`src/hw/rtl/msdp_pkg.sv`:
```
// ----------------------------------------------------------------------------
// msdp_pkg: shared definitions for the 3x3 matrix sum/diff/product block
// Default sizes, fixed result field widths and the control word that goes
// with each read issued to the matrix stores.
// ----------------------------------------------------------------------------
`default_nettype none

package msdp_pkg;

  // default matrix dimension and element width
  localparam int unsigned DIM_DEF        = 3;
  localparam int unsigned ELEM_WIDTH_DEF = 16;

  // result field widths
  localparam int unsigned ROW_W  = 2;
  localparam int unsigned COL_W  = 2;
  localparam int unsigned SUM_W  = 17;
  localparam int unsigned DIFF_W = 17;
  localparam int unsigned PROD_W = 33;

  // control word that travels with one read through the mac pipeline
  typedef struct packed {
    logic vld;    // read issued this cycle
    logic first;  // first term of the dot product
    logic last;   // last term of the dot product
    logic cap_a;  // this A read is the A entry at the result position
    logic cap_b;  // this B read is the B entry at the result position
  } mac_ctrl_t;

endpackage

`default_nettype wire

```
`src/hw/rtl/msdp_store.sv`:
```
// ----------------------------------------------------------------------------
// msdp_store: matrix element memory
// One write port, one read port, read data registered.
// ----------------------------------------------------------------------------
`default_nettype none

module msdp_store
  import msdp_pkg::*;
#(
  parameter int unsigned DEPTH  = DIM_DEF * DIM_DEF,
  parameter int unsigned WIDTH  = ELEM_WIDTH_DEF,
  parameter int unsigned ADDR_W = $clog2(DEPTH)
) (
  input  wire                     clk,
  input  wire                     wr_en,
  input  wire        [ADDR_W-1:0] wr_addr,
  input  wire  signed [WIDTH-1:0] wr_data,
  input  wire                     rd_en,
  input  wire        [ADDR_W-1:0] rd_addr,
  output logic signed [WIDTH-1:0] rd_data
);

  logic signed [WIDTH-1:0] mem [DEPTH];

  // write port
  always_ff @(posedge clk) begin
    if (wr_en) begin
      mem[wr_addr] <= wr_data;
    end
  end

  // registered read port
  always_ff @(posedge clk) begin
    if (rd_en) begin
      rd_data <= mem[rd_addr];
    end
  end

endmodule

`default_nettype wire

```
`config.mk`:
```
export PLATFORM = sky130hd
export DESIGN_NAME = msdp_store
export DESIGN_NICKNAME = d
export VERILOG_FILES = /design/src/hw/rtl/msdp_pkg.sv /design/src/hw/rtl/msdp_store.sv
export SDC_FILE = /design/constraint.sdc
export NUM_CORES = 1
export LEC_CHECK = 0
export BUFFER_PORTS_ARGS = -buffer_cell sky130_fd_sc_hd__buf_2
export CAP_MARGIN = 20
export CORE_MARGIN = 4
export CORE_UTILIZATION = 59
export CTS_CLUSTER_DIAMETER = 80
export DETAILED_ROUTE_END_ITERATION = 8
export GPL_ROUTABILITY_DRIVEN = 0
export PLACE_DENSITY = 0.76
export SETUP_SLACK_MARGIN = 0.3
export SLEW_MARGIN = 20
export SYNTH_ARGS = -nofsm -noshare
export SYNTH_HDL_FRONTEND = slang
export SYNTH_SLANG_ARGS = --single-unit
```
`constraint.sdc`:
```
create_clock -name clk -period 2.91 [get_ports clk]
set_input_delay 0.1455 -clock clk [delete_from_list [all_inputs] [get_ports clk]]
set_output_delay 0.1455 -clock clk [all_outputs]
set_load 0.02 [all_outputs]
```
### Word-level counts from Yosys, hierarchy flattened

Memory sizes are Yosys's and may differ from the RTL's. A register that Yosys moved wholly into a read port is not among the register bits.
Cells that the tools add are included.

| cells by class | value |
|---|---|
| mux-type cells | 2 |

Operators with widths:

| operator | number |
|---|---|
| $mux 1 | 2 |

| word-level totals | value |
|---|---|
| memories kept | 1 |
| RAM bits | 144 |
| bits in registers | 0 |
| input bits | 27 |

Memories:

| name | depth | bits a word | read ports | clocked after Yosys merged registers in | write ports | line | RTL |
|---|---|---|---|---|---|---|---|
| mem | 9 | 16 | 1 | 1 | 1 | msdp_store.sv:23 | `logic signed [WIDTH-1:0] mem [DEPTH];` |

### Logic depth before layout (Yosys ltp)

Gate-level depths: netlist of the first run.

| logic depth | value |
|---|---|
| depth in word-level cells | 2 |
| mapped depth | 5 |
| gate-level depth less buffers | 3 |

### Least setup slack after synthesis of the first run

OpenSTA, ideal clock, no wires.

| timing path | value |
|---|---|
| kind | input to register |
| start | input port wr_addr[0] |
| end | memory mem[8][0] (netlist name), enable pin |
| data required time | 2478 ps |
| cell stages on the path | 1 |
| library setup time | 432 ps |
| slack | 652 ps |
| arrival time | 1826 ps |
| cell sequence | nor4_1 |

RTL lines:

| element | line | RTL |
|---|---|---|
| start: declaration | msdp_store.sv:16 | `input wire [ADDR_W-1:0] wr_addr,` |
| end: declaration | msdp_store.sv:23 |  |

No word-level cell before the write port.

### Worst setup path after layout of the first run

| timing path | value |
|---|---|
| start | input port wr_addr[2] |
| end | memory mem[0][14] (netlist name), enable pin |

No word-level cell before the write port.

==> flow_summary.toml, run 1 <==
[sta]
clock_skew_ps = 17.5
fmax_ghz = 0.677
maxSlewHeadroom = 0.402
finalMaxSlewViolations = 0
hold_slack_ps = 106
setup_slack_ps = 1430
rsz0062_at_grt = "false"
worstMarginPinSlew_ps = 897
hold_violations = 0
finalCritPeriodShare = 0.508
fin_crit_ps = 1480
setup_viol = 0
fin_setup_tns_ps = 0

[logic_synthesis]
syn_area_per_cell_um2 = 19.1
synth_top_area_share = 0.777
synthTopCellsByArea = "edfxtp_1 (78%), mux2_2 (5.8%), mux2i_1 (5.2%)"
seq_area_frac_synth = 0.777
ys.warnings.count = 0
ys_types = 20
synthCells = 323
synth_area_mm2 = 0.00618
ys_ff_latch = 160
postSynthNetCount = 350
synth_top_area_cell = "edfxtp_1"

[floorplan]
rows = 37
die_w_um = 110
initial_core_util = 0.602
io_pins = 43
fp.dieArea_mm2 = 0.0122
die_y_um = 110
coreArea_mm2 = 0.0103

[global_routing]
overflow = 0
antenna_found_initial = 0
grt_pass1_wl_um = 17900
grt_max_degree = 65
grt_pass1_vias = 3286
grt_usage = 0.208

[place]
dp_slack_ps = 862
port_buffers = 42
post-dp-hpwl_um = 6320

[worst_setup_path]
critPathCaptureType = "flip-flop"
reg2reg_slack_ps = 1660
max_stage_delay_ps = 600
rr_startpoint = "mem[7][11]"
cp.arrival_ps = 1690
worstRegToRegCells = 3
critPathKind = "primary input to flip-flop"
required_ps = 3120
cp_max_fo = 9
cp_slowest_cell = "nor3_2"
reg2reg_to = "rd_data[11]"
path_cells = "buf_2 > or3b_2 > nor3_2 > buf_4"
startpoint_type = "primary input"

[power_and_ir_drop]
p_leak_nw = 2.58
peakVddDrop_mv = 0.494
swShare = 0.195
power.total_mw = 5.21
pwr-share-comb = 0.054
clock_power_share = 0.445
intPower_mw = 4.19
p_sw_mw = 1.02
p_per_area_mw_per_mm2 = 708
power_frac_seq = 0.502

[detailed_routing]
drt_wl_total_um = 11300
drtIter0Drc = 210
via_per_inst = 5.77
drc_errors = 0
firstDrtPassIters = 4
post_drt_wl_per_cell_um = 20.8
num_vias = 3152
ant_nets = 0

[finish]
area_delta_synth_final_pct = 19.0
diodes = 0
nNetsFinal = 424
final_cell_mix = "edfxtp_1 (160), buf_2 (42), mux2i_1 (32), mux2_2 (32), nand2_1 (19)"
final_common_cell = "edfxtp_1"
layout-drive-gt1-share = 0.324

[cts]
htree_levels = 4
cts.clk_slew.worst_paths_ps = 60
clock_path_buffers = 2
postCtsSetupRepairBufs = 0
cts_sinks = 160
cts-root-buf = "clkbuf_8"
cts_made_buffers = 17
worstSkewPairLatency_ps = 520
cts_tree = "built"

[worst_hold_path]
min_delay_worst_endpoint = "mem[0][2]"
whs_path_depth = 2
min-delay-start = "wr_addr[1]"
hold_class = "primary input to flip-flop"

[run]
cap_violations = 0

[run_status]
status = "finished, final reports clean"
[state kept, by name (all words and copies together), names as in the netlist]
name	flops
mem	144
rd_data	16
[cells in the mapped netlist, drive strengths merged]
cell / instances
nand3b: 1
nor4: 1
nor2b: 1
nor3: 2
nand2b: 3
mux2i: 32
or3b: 1
mux2: 32
nor2: 7
nand2: 19
a22o: 16
o31ai: 16
buf: 9
edfxtp: 160
clkbuf: 7
o22ai: 16
[worst max path at each step]
stage,slack [ps],end,startpoint,cells past startpoint
after floorplan,650,mem[8][0],wr_addr[0],1
after global placement,970,mem[0][14],wr_addr[2],4
after detailed placement,860,mem[0][15],wr_addr[2],4
after CTS,1420,mem[0][14],wr_addr[2],4
after global routing,1400,mem[0][14],wr_addr[2],4
final,1430,mem[0][14],wr_addr[2],4
[power by group through the flow]
stage,clock [mW],combinational [mW],sequential (mW)
after floorplan,0,0.147,2.68
after global placement,0,0.255,2.66
after detailed placement,0,0.264,2.66
after CTS,2.35,0.283,2.61
after global routing,2.47,0.305,2.62
final,2.32,0.280,2.61
[final cells by class]
| type | instances | area, µm² |
|---|---|---|
| clock buffers | 18 | 418 |
| multi-input cells | 147 | 1270 |
| fillers | 643 | 2920 |
| repair buffers | 71 | 480 |
| flip-flops and latches | 160 | 4800 |
| clock inverters | 14 | 215 |
| well taps | 136 | 170 |
[kinds of logic after synthesis]
| group | after synthesis | synth area share |
|---|---|---|
| AO/OA/AOI/OAI | 48 | 0.0672 |
| buffers and inverters | 16 | 0.0206 |
| flip-flops | 160 | 0.777 |
| multiplexers | 64 | 0.110 |
| AND/OR/NAND/NOR | 35 | 0.0251 |
[worst max-delay path, delay by kind of cell]
family                 cells  cell delay [ps]
buffers and inverters      2              420
and+or+nand+nor            2             1120
[layer usage]
layer | up-vias | share of wire | global-route usage
met1 | 1593 | 0.40 | 0.272
met5 | - | 0 | 0
li1 | 1451 | - | -
met4 | 0 | 0.015 | 0.0739
met3 | 12 | 0.058 | 0.0582
met2 | 96 | 0.52 | 0.339
[metrics by stage]
stage,instance area [µm²],cells,utilization
floorplan,6180,323,-
global placement,6560,498,0.639
detailed placement,6560,498,0.639
CTS,7360,546,0.716
global route,7360,546,0.716
finish,7360,546,0.716
[repair_timing]
action	4_1_cts	5_1_grt
resized for setup	0	0
hold buffers	16	0
hold endpoints to repair	144	0
No activity file was read; power rests on OpenSTA's default activity.
==> run 2, diff against run 1 <==
Settings changed: ABC_AREA set to 1, CORE_UTILIZATION 59 to 60, PLACE_DENSITY 0.76 to 0.77.
Clock period 2.91 ns to 1.55 ns, I/O delays scaled along.
==> flow_summary.toml, run 2 <==
[global_routing]
grt_usage = 0.231
overflow = 0
grt_pass1_vias = 4269
antenna_found_initial = 0
grt_max_degree = 65
grt_pass1_wl_um = 21900

[worst_setup_path]
critPathKind = "flip-flop to output port"
reg2reg_slack_ps = 460
critPathCaptureType = "output port"
cp_max_fo = 1
path_cells = "buf_2"
path_buf_inv = 1
cp.arrival_ps = 1120
worstRegToRegCells = 6
cp_slowest_cell = "edfxtp_1"
max_stage_delay_ps = 410
path_depth = 1
required_ps = 1470
rr_startpoint = "mem[0][3]"
cp_top_family = "flip-flops"
reg2reg_to = "rd_data[3]"
startpoint_type = "flip-flop"
cp-endpoint = "rd_data[6]"
setup.worst_path.start = "rd_data[6]"

[logic_synthesis]
synthCells = 594
synth_top_area_share = 0.725
synth_flop_cell = "edfxtp_1"
synth_most_common_cell = "nand2_1"
syn_area_per_cell_um2 = 11.2
ys_ff_latch = 160
seq_area_frac_synth = 0.725
ys_types = 10
synthTopCellsByCount = "nand2_1 (196), edfxtp_1 (160), inv_1 (102)"
synth_top_area_cell = "edfxtp_1"
synth_area_mm2 = 0.00663
synth_edf_count = 160
async_reset_ff_frac = 0
ys.warnings.count = 0
postSynthNetCount = 621
synthTopCellsByArea = "edfxtp_1 (73%), nand2_1 (11%), nand3_1 (7.5%)"

[run]
cap_violations = 0

[sta]
hold_slack_ps = 58.5
finalMaxSlewViolations = 0
fin_crit_ps = 1200
rsz0062_at_grt = "false"
finalCritPeriodShare = 0.774
maxSlewHeadroom = 0.566
clock_skew_ps = 6.08
hold_violations = 0
setup_viol = 0
fin_setup_tns_ps = 0
fmax_ghz = 0.833
worstMarginPinSlew_ps = 651
setup_slack_ps = 350

[floorplan]
fp.dieArea_mm2 = 0.0128
die_w_um = 113
io_pins = 43
rows = 38
coreArea_mm2 = 0.0108
initial_core_util = 0.611
die_y_um = 113

[finish]
area_delta_synth_final_pct = 17.8
nNetsFinal = 689
layout-drive-gt1-share = 0.132
top_regs = "mem (144), rd_data (16)"
utilization = 0.720
final_cells = 812
final_cell_mix = "nand2_1 (196), edfxtp_1 (160), inv_1 (102)"
largest_reg_flops = 144
diodes = 0
regMostFlops = "mem"
final_common_cell = "nand2_1"

[detailed_routing]
firstDrtPassIters = 5
ant_nets = 0
drt_wl_total_um = 14000
num_vias = 4322
via_per_inst = 5.32
drc_errors = 0
drtIter0Drc = 343
post_drt_wl_per_cell_um = 17.3

[power_and_ir_drop]
peakVddDrop_mv = 0.640
p_per_area_mw_per_mm2 = 1260
p_leak_nw = 3.35

[worst_hold_path]
hold_class = "primary input to flip-flop"

[cts]
cts_tree = "built"
postCtsSetupRepairBufs = 0
postCtsHoldBufs = 16
worstSkewPairLatency_ps = 540
cts_sinks = 160
cts-root-buf = "clkbuf_8"
cts.clk_slew.worst_paths_ps = 60
cts_resized = 0
cts_made_buffers = 17
htree_levels = 4
clock_path_buffers = 2

[run_status]
status = "finished, final reports clean"

[place]
dp_slack_ps = 297
post-dp-hpwl_um = 7280
dpl.cell_count = 767
port_buffers = 42
## run 2: cell count changes after synthesis, sizes merged, moves of 2 or more
cell | before | now
a22o | 16 | 0
buf | 9 | 25
clkbuf | 7 | 1
inv | 0 | 104
mux2 | 32 | 0
mux2i | 32 | 0
nand2 | 19 | 196
nand2b | 3 | 0
nand3 | 0 | 99
nor2 | 7 | 9
nor3 | 2 | 0
o22ai | 16 | 0
o31ai | 16 | 0
## run 2: kinds of logic (layout without fill, tap and decap cells)
group / after synthesis / after routing / share of synthesized area
AND/OR/NAND/NOR: 304 / 304 / 0.191
buffers and inverters: 130 / 208 / 0.0839
flip-flops: 160 / 160 / 0.725
## run 2: layer usage
metal / share of wire / GRT usage / vias up
met1: 0.37 / 0.284 / 2048
met3: 0.076 / 0.0465 / 29
li1: - / - / 2064
met5: 0 / 0 / -
met2: 0.53 / 0.399 / 181
met4: 0.025 / 0.0986 / 0
## run 2: through the flow
stage               total power, mW  instance area [µm²]
finish                         9.80                 7810
global route                   10.1                 7810
CTS                            9.85                 7810
detailed placement             5.55                 7040
global placement               5.53                 7040
floorplan                      5.33                 6630
## run 2: cell type report
class	instances	area, µm²
clock buffer	18	418
clock inverter	11	191
fill	713	3030
inverter	104	390
multi-input combinational	304	1270
sequential	160	4800
tap	140	175
timing repair buffer	75	561
## run 2: worst min-delay path by stage
stage               start           to  depth (start not counted)
2_1_floorplan  wr_data[0]    mem[0][0]                          0
3_3_place_gp   wr_data[3]    mem[2][3]                          1
3_5_place_dp   wr_data[1]    mem[2][1]                          1
4_1_cts             rd_en  rd_data[11]                          1
5_1_grt             rd_en  rd_data[11]                          1
6_report            rd_en  rd_data[11]                          1
## run 2: worst register-to-register path, delay by kind of cell, from the launching register on
kind          cells  cell delay (ps)
flops             1              380
simple gates      5              390
buf+inv           1               80
## run 2: power breakdown
group	switching (mW)	internal (mW)	total, mW
combinational	0.394	0.195	0.588
sequential	0.0264	4.88	4.91
clock	1.56	2.74	4.30
