`config.mk`:
```
export PLATFORM = sky130hd
export DESIGN_NAME = msdp_mac
export DESIGN_NICKNAME = d
export VERILOG_FILES = /design/src/hw/rtl/msdp_pkg.sv /design/src/hw/rtl/msdp_mac.sv
export SDC_FILE = /design/constraint.sdc
export NUM_CORES = 1
export LEC_CHECK = 0
export BUFFER_PORTS_ARGS = -buffer_cell sky130_fd_sc_hd__buf_2
export CORE_MARGIN = 3
export CORE_UTILIZATION = 25
export DETAILED_ROUTE_END_ITERATION = 10
export PLACE_DENSITY_LB_ADDON = 0.25
export RECOVER_POWER = 100
export REMOVE_ABC_BUFFERS = 1
export SLEW_MARGIN = 20
export SYNTH_ARGS = -nofsm -noshare
export SYNTH_HDL_FRONTEND = slang
export SYNTH_SLANG_ARGS = --single-unit
export TNS_END_PERCENT = 10
```
`constraint.sdc`:
```
create_clock -name clk -period 5.8 [get_ports clk]
set_clock_uncertainty 0.1 [all_clocks]
set_input_delay 0 -clock clk [delete_from_list [all_inputs] [get_ports clk]]
set_output_delay 0 -clock clk [all_outputs]
set_load 0.02 [all_outputs]
```
`src/hw/rtl/msdp_pkg.sv`:
```
// ----------------------------------------------------------------------------
// msdp_pkg: shared definitions for the 3x3 matrix sum/diff/product block
// Default sizes, fixed result field widths and the control word that goes
// with each read issued to the matrix stores.
// ----------------------------------------------------------------------------
`default_nettype none

package msdp_pkg;

  // default matrix dimension and element width
  localparam int unsigned DIM_DEF        = 3;
  localparam int unsigned ELEM_WIDTH_DEF = 16;

  // result field widths
  localparam int unsigned ROW_W  = 2;
  localparam int unsigned COL_W  = 2;
  localparam int unsigned SUM_W  = 17;
  localparam int unsigned DIFF_W = 17;
  localparam int unsigned PROD_W = 33;

  // control word that travels with one read through the mac pipeline
  typedef struct packed {
    logic vld;    // read issued this cycle
    logic first;  // first term of the dot product
    logic last;   // last term of the dot product
    logic cap_a;  // this A read is the A entry at the result position
    logic cap_b;  // this B read is the B entry at the result position
  } mac_ctrl_t;

endpackage

`default_nettype wire

```
`src/hw/rtl/msdp_mac.sv`:
```
// ----------------------------------------------------------------------------
// msdp_mac: multiply-accumulate datapath
// Takes the registered store outputs, forms one product per cycle, sums the
// dot product and captures the A and B entries for the sum and difference.
// ----------------------------------------------------------------------------
`default_nettype none

module msdp_mac
  import msdp_pkg::*;
#(
  parameter int unsigned DIM        = DIM_DEF,
  parameter int unsigned ELEM_WIDTH = ELEM_WIDTH_DEF
) (
  input  wire                            clk,
  input  wire                            rst_n,
  input  mac_ctrl_t                      ctrl,
  input  wire  signed [ELEM_WIDTH-1:0]   rdata_a,
  input  wire  signed [ELEM_WIDTH-1:0]   rdata_b,
  output logic                           done,
  output logic signed [SUM_W-1:0]        sum_o,
  output logic signed [DIFF_W-1:0]       diff_o,
  output logic signed [PROD_W-1:0]       prod_o
);

  localparam int unsigned MUL_W   = 2 * ELEM_WIDTH;
  localparam int unsigned ACC_RAW = MUL_W + $clog2(DIM) + 1;
  localparam int unsigned ACC_W   = (ACC_RAW > PROD_W) ? ACC_RAW : PROD_W;
  localparam int unsigned SD_RAW  = ELEM_WIDTH + 1;
  localparam int unsigned SD_W    = (SD_RAW > SUM_W) ? SD_RAW : SUM_W;

  mac_ctrl_t               s1_r;
  mac_ctrl_t               s2_r;
  logic signed [MUL_W-1:0] prod_r;
  logic signed [ACC_W-1:0] acc_r;
  logic signed [ELEM_WIDTH-1:0] a_cell_r;
  logic signed [ELEM_WIDTH-1:0] b_cell_r;
  logic                    done_r;
  logic signed [SD_W-1:0]  sum_wide;
  logic signed [SD_W-1:0]  diff_wide;

  // control pipeline, aligned to read data and product
  always_ff @(posedge clk) begin
    if (!rst_n) begin
      s1_r   <= '0;
      s2_r   <= '0;
      done_r <= 1'b0;
    end else begin
      s1_r   <= ctrl;
      s2_r   <= s1_r;
      done_r <= s2_r.vld & s2_r.last;
    end
  end

  // multiply stage and capture of the elementwise operands
  always_ff @(posedge clk) begin
    if (s1_r.vld) begin
      prod_r <= rdata_a * rdata_b;
    end
    if (s1_r.vld && s1_r.cap_a) begin
      a_cell_r <= rdata_a;
    end
    if (s1_r.vld && s1_r.cap_b) begin
      b_cell_r <= rdata_b;
    end
  end

  // accumulate stage
  always_ff @(posedge clk) begin
    if (s2_r.vld) begin
      if (s2_r.first) begin
        acc_r <= ACC_W'(prod_r);
      end else begin
        acc_r <= acc_r + ACC_W'(prod_r);
      end
    end
  end

  // elementwise sum and difference, wrapped to the field widths
  assign sum_wide  = SD_W'(a_cell_r) + SD_W'(b_cell_r);
  assign diff_wide = SD_W'(a_cell_r) - SD_W'(b_cell_r);

  assign sum_o  = sum_wide[SUM_W-1:0];
  assign diff_o = diff_wide[DIFF_W-1:0];
  assign prod_o = acc_r[PROD_W-1:0];
  assign done   = done_r;

endmodule

`default_nettype wire

```
======== After elaboration in Yosys (flattened, before gate mapping) ========
Index checks and enable logic that the tools add are counted.
cells by class
  add/sub/neg operators ................... 3
  $mul .................................... 1
  multiplexer cells ....................... 1
  bitwise gates (word level) .............. 1
  reduce and logical (&&, ||, !) cells .... 2
operator list
  cell                          number
  adder 35 x 32 -> 35 bit       1
  two-way mux 35 bit            1
  multiplier 16 x 16 -> 32 bit  1
  adder 16 x 16 -> 17 bit       1
  subtractor 16 x 16 -> 17 bit  1
  logical AND 1 bit             2
  bitwise AND 1 bit             1
storage, ports and cells
  flip-flop bits (word level) ............. 108
  input port bits ......................... 39
  output and inout port bits .............. 68

======== Longest topological paths before layout ========
  word-level depth ........................ 2
  depth in mapped cells ................... 25

======== Least setup slack after synthesis ========
No wires, ideal clock.
  path kind ............................... input to register
  start point ............................. in rdata_a[10]
  end point ............................... reg prod_r[31], data pin
  setup time .............................. 266 ps
  data arrival time ....................... 5429 ps
  required time ........................... 5434 ps
  path slack .............................. 5 ps
  stages on the path ...................... 21
  path buffers ............................ 2
  path through ............................ clkbuf_1 > nand2_1 > fa_1 > fa_1 > fa_1 > fa_1 > inv_1 > fa_1 > inv_1 > fa_1 > inv_1 > ha_1 > buf_2 > and4_1 > a21oi_2 > a31oi_1 > o41ai_4 > o2111ai_2 > a311oi_2 > mux2i_1 > nand4_1
on the way
  word-level cells in the longest chain between the ends .. 1
RTL lines
  element                       line            RTL
  start: declaration            msdp_mac.sv:17  input wire signed [ELEM_WIDTH-1:0] rdata_a,
  multiplier 16 x 16 -> 32 bit  msdp_mac.sv:57  prod_r <= rdata_a * rdata_b;
  end signal: assignment        msdp_mac.sv:57
  end: declaration              msdp_mac.sv:33  logic signed [MUL_W-1:0] prod_r;
No other way between the ends.
A chain may end at the register's enable or synchronous reset.

======== Final worst setup path ========
  start point ............................. in rdata_a[7]
  end point ............................... reg prod_r[28], data pin
The elaborated chain is that of the path after synthesis.

==> flow_metrics.env <==
export IMPL_run_status="finished with violations"
export IMPL_violations="capacitance limit, slew limit"
export IMPL_coreArea_mm2=0.0649
export IMPL_routed_via_count=12200
export IMPL_cp_data_arrival_time_ns=5.61
export IMPL_wl_um=43900
export IMPL_place_detailed_hpwl_um=38000
export IMPL_wl_per_cell_um=15.7
export IMPL_synth_warning_count=0
export IMPL_numCtsBuffers=9
export IMPL_initial_core_util=0.255
export IMPL_rsz0062_at_grt="yes"
export IMPL_cp_endpoint="prod_r[28]$_DFFE_PP_"
export IMPL_report_final_hold_viol_count=0
export IMPL_synth_top_cells_by_area="sky130_fd_sc_hd__fa_1 32%, sky130_fd_sc_hd__edfxtp_1 18%, sky130_fd_sc_hd__ha_1 11%"
export IMPL_clkSinkCount=106
export IMPL_reg2regPathDepth=10
export IMPL_post_synth_inst_count=1738
export IMPL_share_of_layout_cells_above_drive_strength_1=0.0915
export IMPL_globalplace_congestion=0.847
export IMPL_r2r_setup_slack_ns=2.26
export IMPL_fin_hold_ws_ns=0.0587
export IMPL_num_io_pins=107
export IMPL_yosys_cell_types_count=64
export IMPL_synth_sequential_area_ratio=0.187
export IMPL_synth_adder_area_share=0.431
export IMPL_finalSetupViolCount=0
export IMPL_critical_path_peak_fanout=6
export IMPL_worst_r2r_startpoint="acc_r[5]$_DFFE_PP_"
export IMPL_critical_path_required_ns=5.82
export IMPL_clock_latency_ns=0.38
export IMPL_global_route_wire_length_before_repair_um=71100
export IMPL_final_core_utilization=0.297
export IMPL_floorplan_die_area_mm2=0.0693
export IMPL_post_synthesis_simple_gate_area_fraction=0.147
export IMPL_max_freq_mhz=179
export IMPL_place_port_buffers=106
export IMPL_dr_first_iter_drc_count=562
export IMPL_detail_route_antenna_nets=0
export IMPL_clock_slew_seen_by_the_registers_of_the_worst_setup_and_hold_paths_ns=0.09
export IMPL_r2r_end="acc_r[32]$_DFFE_PP_"
export IMPL_ys_seq_elements=106
export IMPL_cts_root_buffer="sky130_fd_sc_hd__clkbuf_16"
export IMPL_grt_overflow=0
export IMPL_criticalPathCategory="input port to register"
export IMPL_post_synth_mux_area_share=0.00506
export IMPL_grt_util_all_layers=0.128
export IMPL_worst_slack_ns=0.210
export IMPL_final_setup_tns_ns=0
export IMPL_synthMostInstantiatedCell="sky130_fd_sc_hd__inv_1"
export IMPL_first_global_vias=13100
export IMPL_critical_path_startpoint_type="input port"
export IMPL_post_drt_via_cell_ratio=4.36
export IMPL_synth_main_ff_cell="sky130_fd_sc_hd__edfxtp_1"
export IMPL_max_cap_violations=4
export IMPL_fraction_of_the_mapped_netlist_area_in_compound_gates=0.0951
export IMPL_die_width_um=263
export IMPL_area_growth_pct=16.5
export IMPL_post_synth_xor_area_fraction=0.0413
export IMPL_syn_area_mm2=0.0166
export IMPL_std_cell_rows=93
export IMPL_timing_final_crit_share=0.964
export IMPL_synth_enable_flop_cells=97
export IMPL_firstDrtPassIters=5
export IMPL_synthesis_area_per_instance_um2=9.53
export IMPL_cts_htree_levels=3
export IMPL_floorplan_die_height_um=263
export IMPL_synth_top_cell_by_area="sky130_fd_sc_hd__fa_1"
export IMPL_synth_top_family_by_area="adder cells"
export IMPL_layout_nets=2380
export IMPL_slew_viol_final=155
export IMPL_tightestPinTransition_ns=2.57
export IMPL_grt_antenna_before_repair=11
export IMPL_setup_worst_path_start="rdata_a[7]"
export IMPL_cts_path_max_buffers=2
export IMPL_synth_largest_type_area_fraction=0.320
export IMPL_netlist_top_cells_count="361 x sky130_fd_sc_hd__inv_1, 265 x sky130_fd_sc_hd__fa_1, 181 x sky130_fd_sc_hd__nand2_1, 146 x sky130_fd_sc_hd__ha_1, 133 x sky130_fd_sc_hd__and2_1"
export IMPL_fin_crit_ns=5.59
export IMPL_drc_errors=0
export IMPL_post_placement_worst_setup_slack_ns=-0.414
export IMPL_share_of_async_settable_or_async_resettable_flops_after_synthesis=0
export IMPL_grt_start_max_net_pins=68
export IMPL_worstSetupEndpointType="register"
export IMPL_cts_tree="built"
export IMPL_holdCritPathClass="input port to register"
export IMPL_worst_slew_margin_rel=-0.713
[logic make-up (layout without fill, tap and decap cells)]
logic type	count (synthesis)	count (layout)
XOR/XNOR	78	78
adder cells (fa/ha/maj)	411	411
AO/OA/AOI/OAI	236	236
AND/OR/NAND/NOR	485	485
multiplexers	8	8
flip-flops	106	106
other	0	7
buffers and inverters	414	611
[metal layers]
metal | routed length [um] | part of all wire | vias to the layer above | GRT usage
li1 | - | - | 5909 | -
met1 | 20100 | 0.46 | 6018 | 0.166
met2 | 21100 | 0.48 | 206 | 0.222
met3 | 1880 | 0.043 | 46 | 0.0216
met4 | 784 | 0.018 | 6 | 0.0304
met5 | 34 | 0.00078 | - | 0
[stage by stage]
step	std cells	area (um2)
after floorplan	1685	16400
after global placement	2755	18800
after detailed placement	2755	18800
after CTS	2789	19300
after global routing	2791	19300
final	2797	19300
[worst min path at each step]
stage                      startpoint                     end  slack, ns  cells after the start
after CTS                 rdata_b[10]  b_cell_r[10]$_DFFE_PP_       0.03                      2
after detailed placement      ctrl[4]      s1_r[4]$_SDFF_PN0_       0.11                      2
after global placement        ctrl[4]      s1_r[4]$_SDFF_PN0_       0.10                      2
after floorplan            rdata_a[0]   a_cell_r[0]$_DFFE_PP_     -0.001                      0
final                      rdata_b[1]   b_cell_r[1]$_DFFE_PP_       0.06                      2
after global routing       rdata_a[8]   a_cell_r[8]$_DFFE_PP_       0.05                      2
[layout by cell type (no fill, tap or decap), types with 11 or more instances in the layout]
master	n
sky130_fd_sc_hd__a21oi_1	58
sky130_fd_sc_hd__ha_1	144
sky130_fd_sc_hd__fa_1	265
sky130_fd_sc_hd__buf_2	38
sky130_fd_sc_hd__edfxtp_1	97
sky130_fd_sc_hd__nand2b_1	16
sky130_fd_sc_hd__o21bai_1	11
sky130_fd_sc_hd__buf_4	94
sky130_fd_sc_hd__and3_1	11
sky130_fd_sc_hd__dlygate4sd3_1	18
sky130_fd_sc_hd__a21o_1	26
sky130_fd_sc_hd__nor3_1	21
sky130_fd_sc_hd__clkbuf_1	77
sky130_fd_sc_hd__o21a_1	15
sky130_fd_sc_hd__o21ai_0	53
sky130_fd_sc_hd__nand2_1	181
sky130_fd_sc_hd__nor2_1	57
sky130_fd_sc_hd__and2_1	122
sky130_fd_sc_hd__xnor2_1	57
sky130_fd_sc_hd__and2_0	11
sky130_fd_sc_hd__inv_1	360
sky130_fd_sc_hd__nand3_1	19
sky130_fd_sc_hd__xor2_1	21
[final cells by class]
type                       instances  area [um2]
antenna                            7        17.5
multi-input combinational       1218       12000
fill                            6862       45600
clock buffer                       9         225
timing repair buffer             234        1470
sequential                       106        3090
clock inverter                     7         108
tap                              855        1070
inverter                         361        1360
[registers in the layout, indices dropped and copies added, names as in the netlist]
register and count:
done 1, b_cell_r 16, a_cell_r 16, s2_r 3, prod_r 32, acc_r 33
s1_r 5
[critical path: stages]
cell and delay (ns):
sky130_fd_sc_hd__buf_2 0.11, sky130_fd_sc_hd__buf_4 0.11, sky130_fd_sc_hd__buf_4 0.15, sky130_fd_sc_hd__clkbuf_1 0.31, sky130_fd_sc_hd__nand2_1 0.12, sky130_fd_sc_hd__fa_1 0.49, sky130_fd_sc_hd__fa_1 0.57, sky130_fd_sc_hd__fa_1 0.43
sky130_fd_sc_hd__fa_1 0.52, sky130_fd_sc_hd__fa_1 0.43, sky130_fd_sc_hd__fa_1 0.49, sky130_fd_sc_hd__inv_1 0.04, sky130_fd_sc_hd__ha_1 0.28, sky130_fd_sc_hd__and4_1 0.24, sky130_fd_sc_hd__nor2b_4 0.17, sky130_fd_sc_hd__nor4b_4 0.25
sky130_fd_sc_hd__buf_4 0.17, sky130_fd_sc_hd__o2111ai_2 0.14, sky130_fd_sc_hd__a31oi_1 0.18, sky130_fd_sc_hd__buf_4 0.15, sky130_fd_sc_hd__mux2i_1 0.18, sky130_fd_sc_hd__nand3_1 0.08
[what timing repair did]
| item | in CTS | in global routing |
|---|---|---|
| hold buffers | 18 | 0 |
| gates resized for setup | 0 | 15 |
| buffers inserted | 0 | 1 |
| endpoints found under the hold margin | 16 | 0 |
| endpoints found under the setup margin | 0 | 7 |
Power is not shown: default switching activity piles up to over one toggle a cycle in this logic, so the estimate is an artifact.
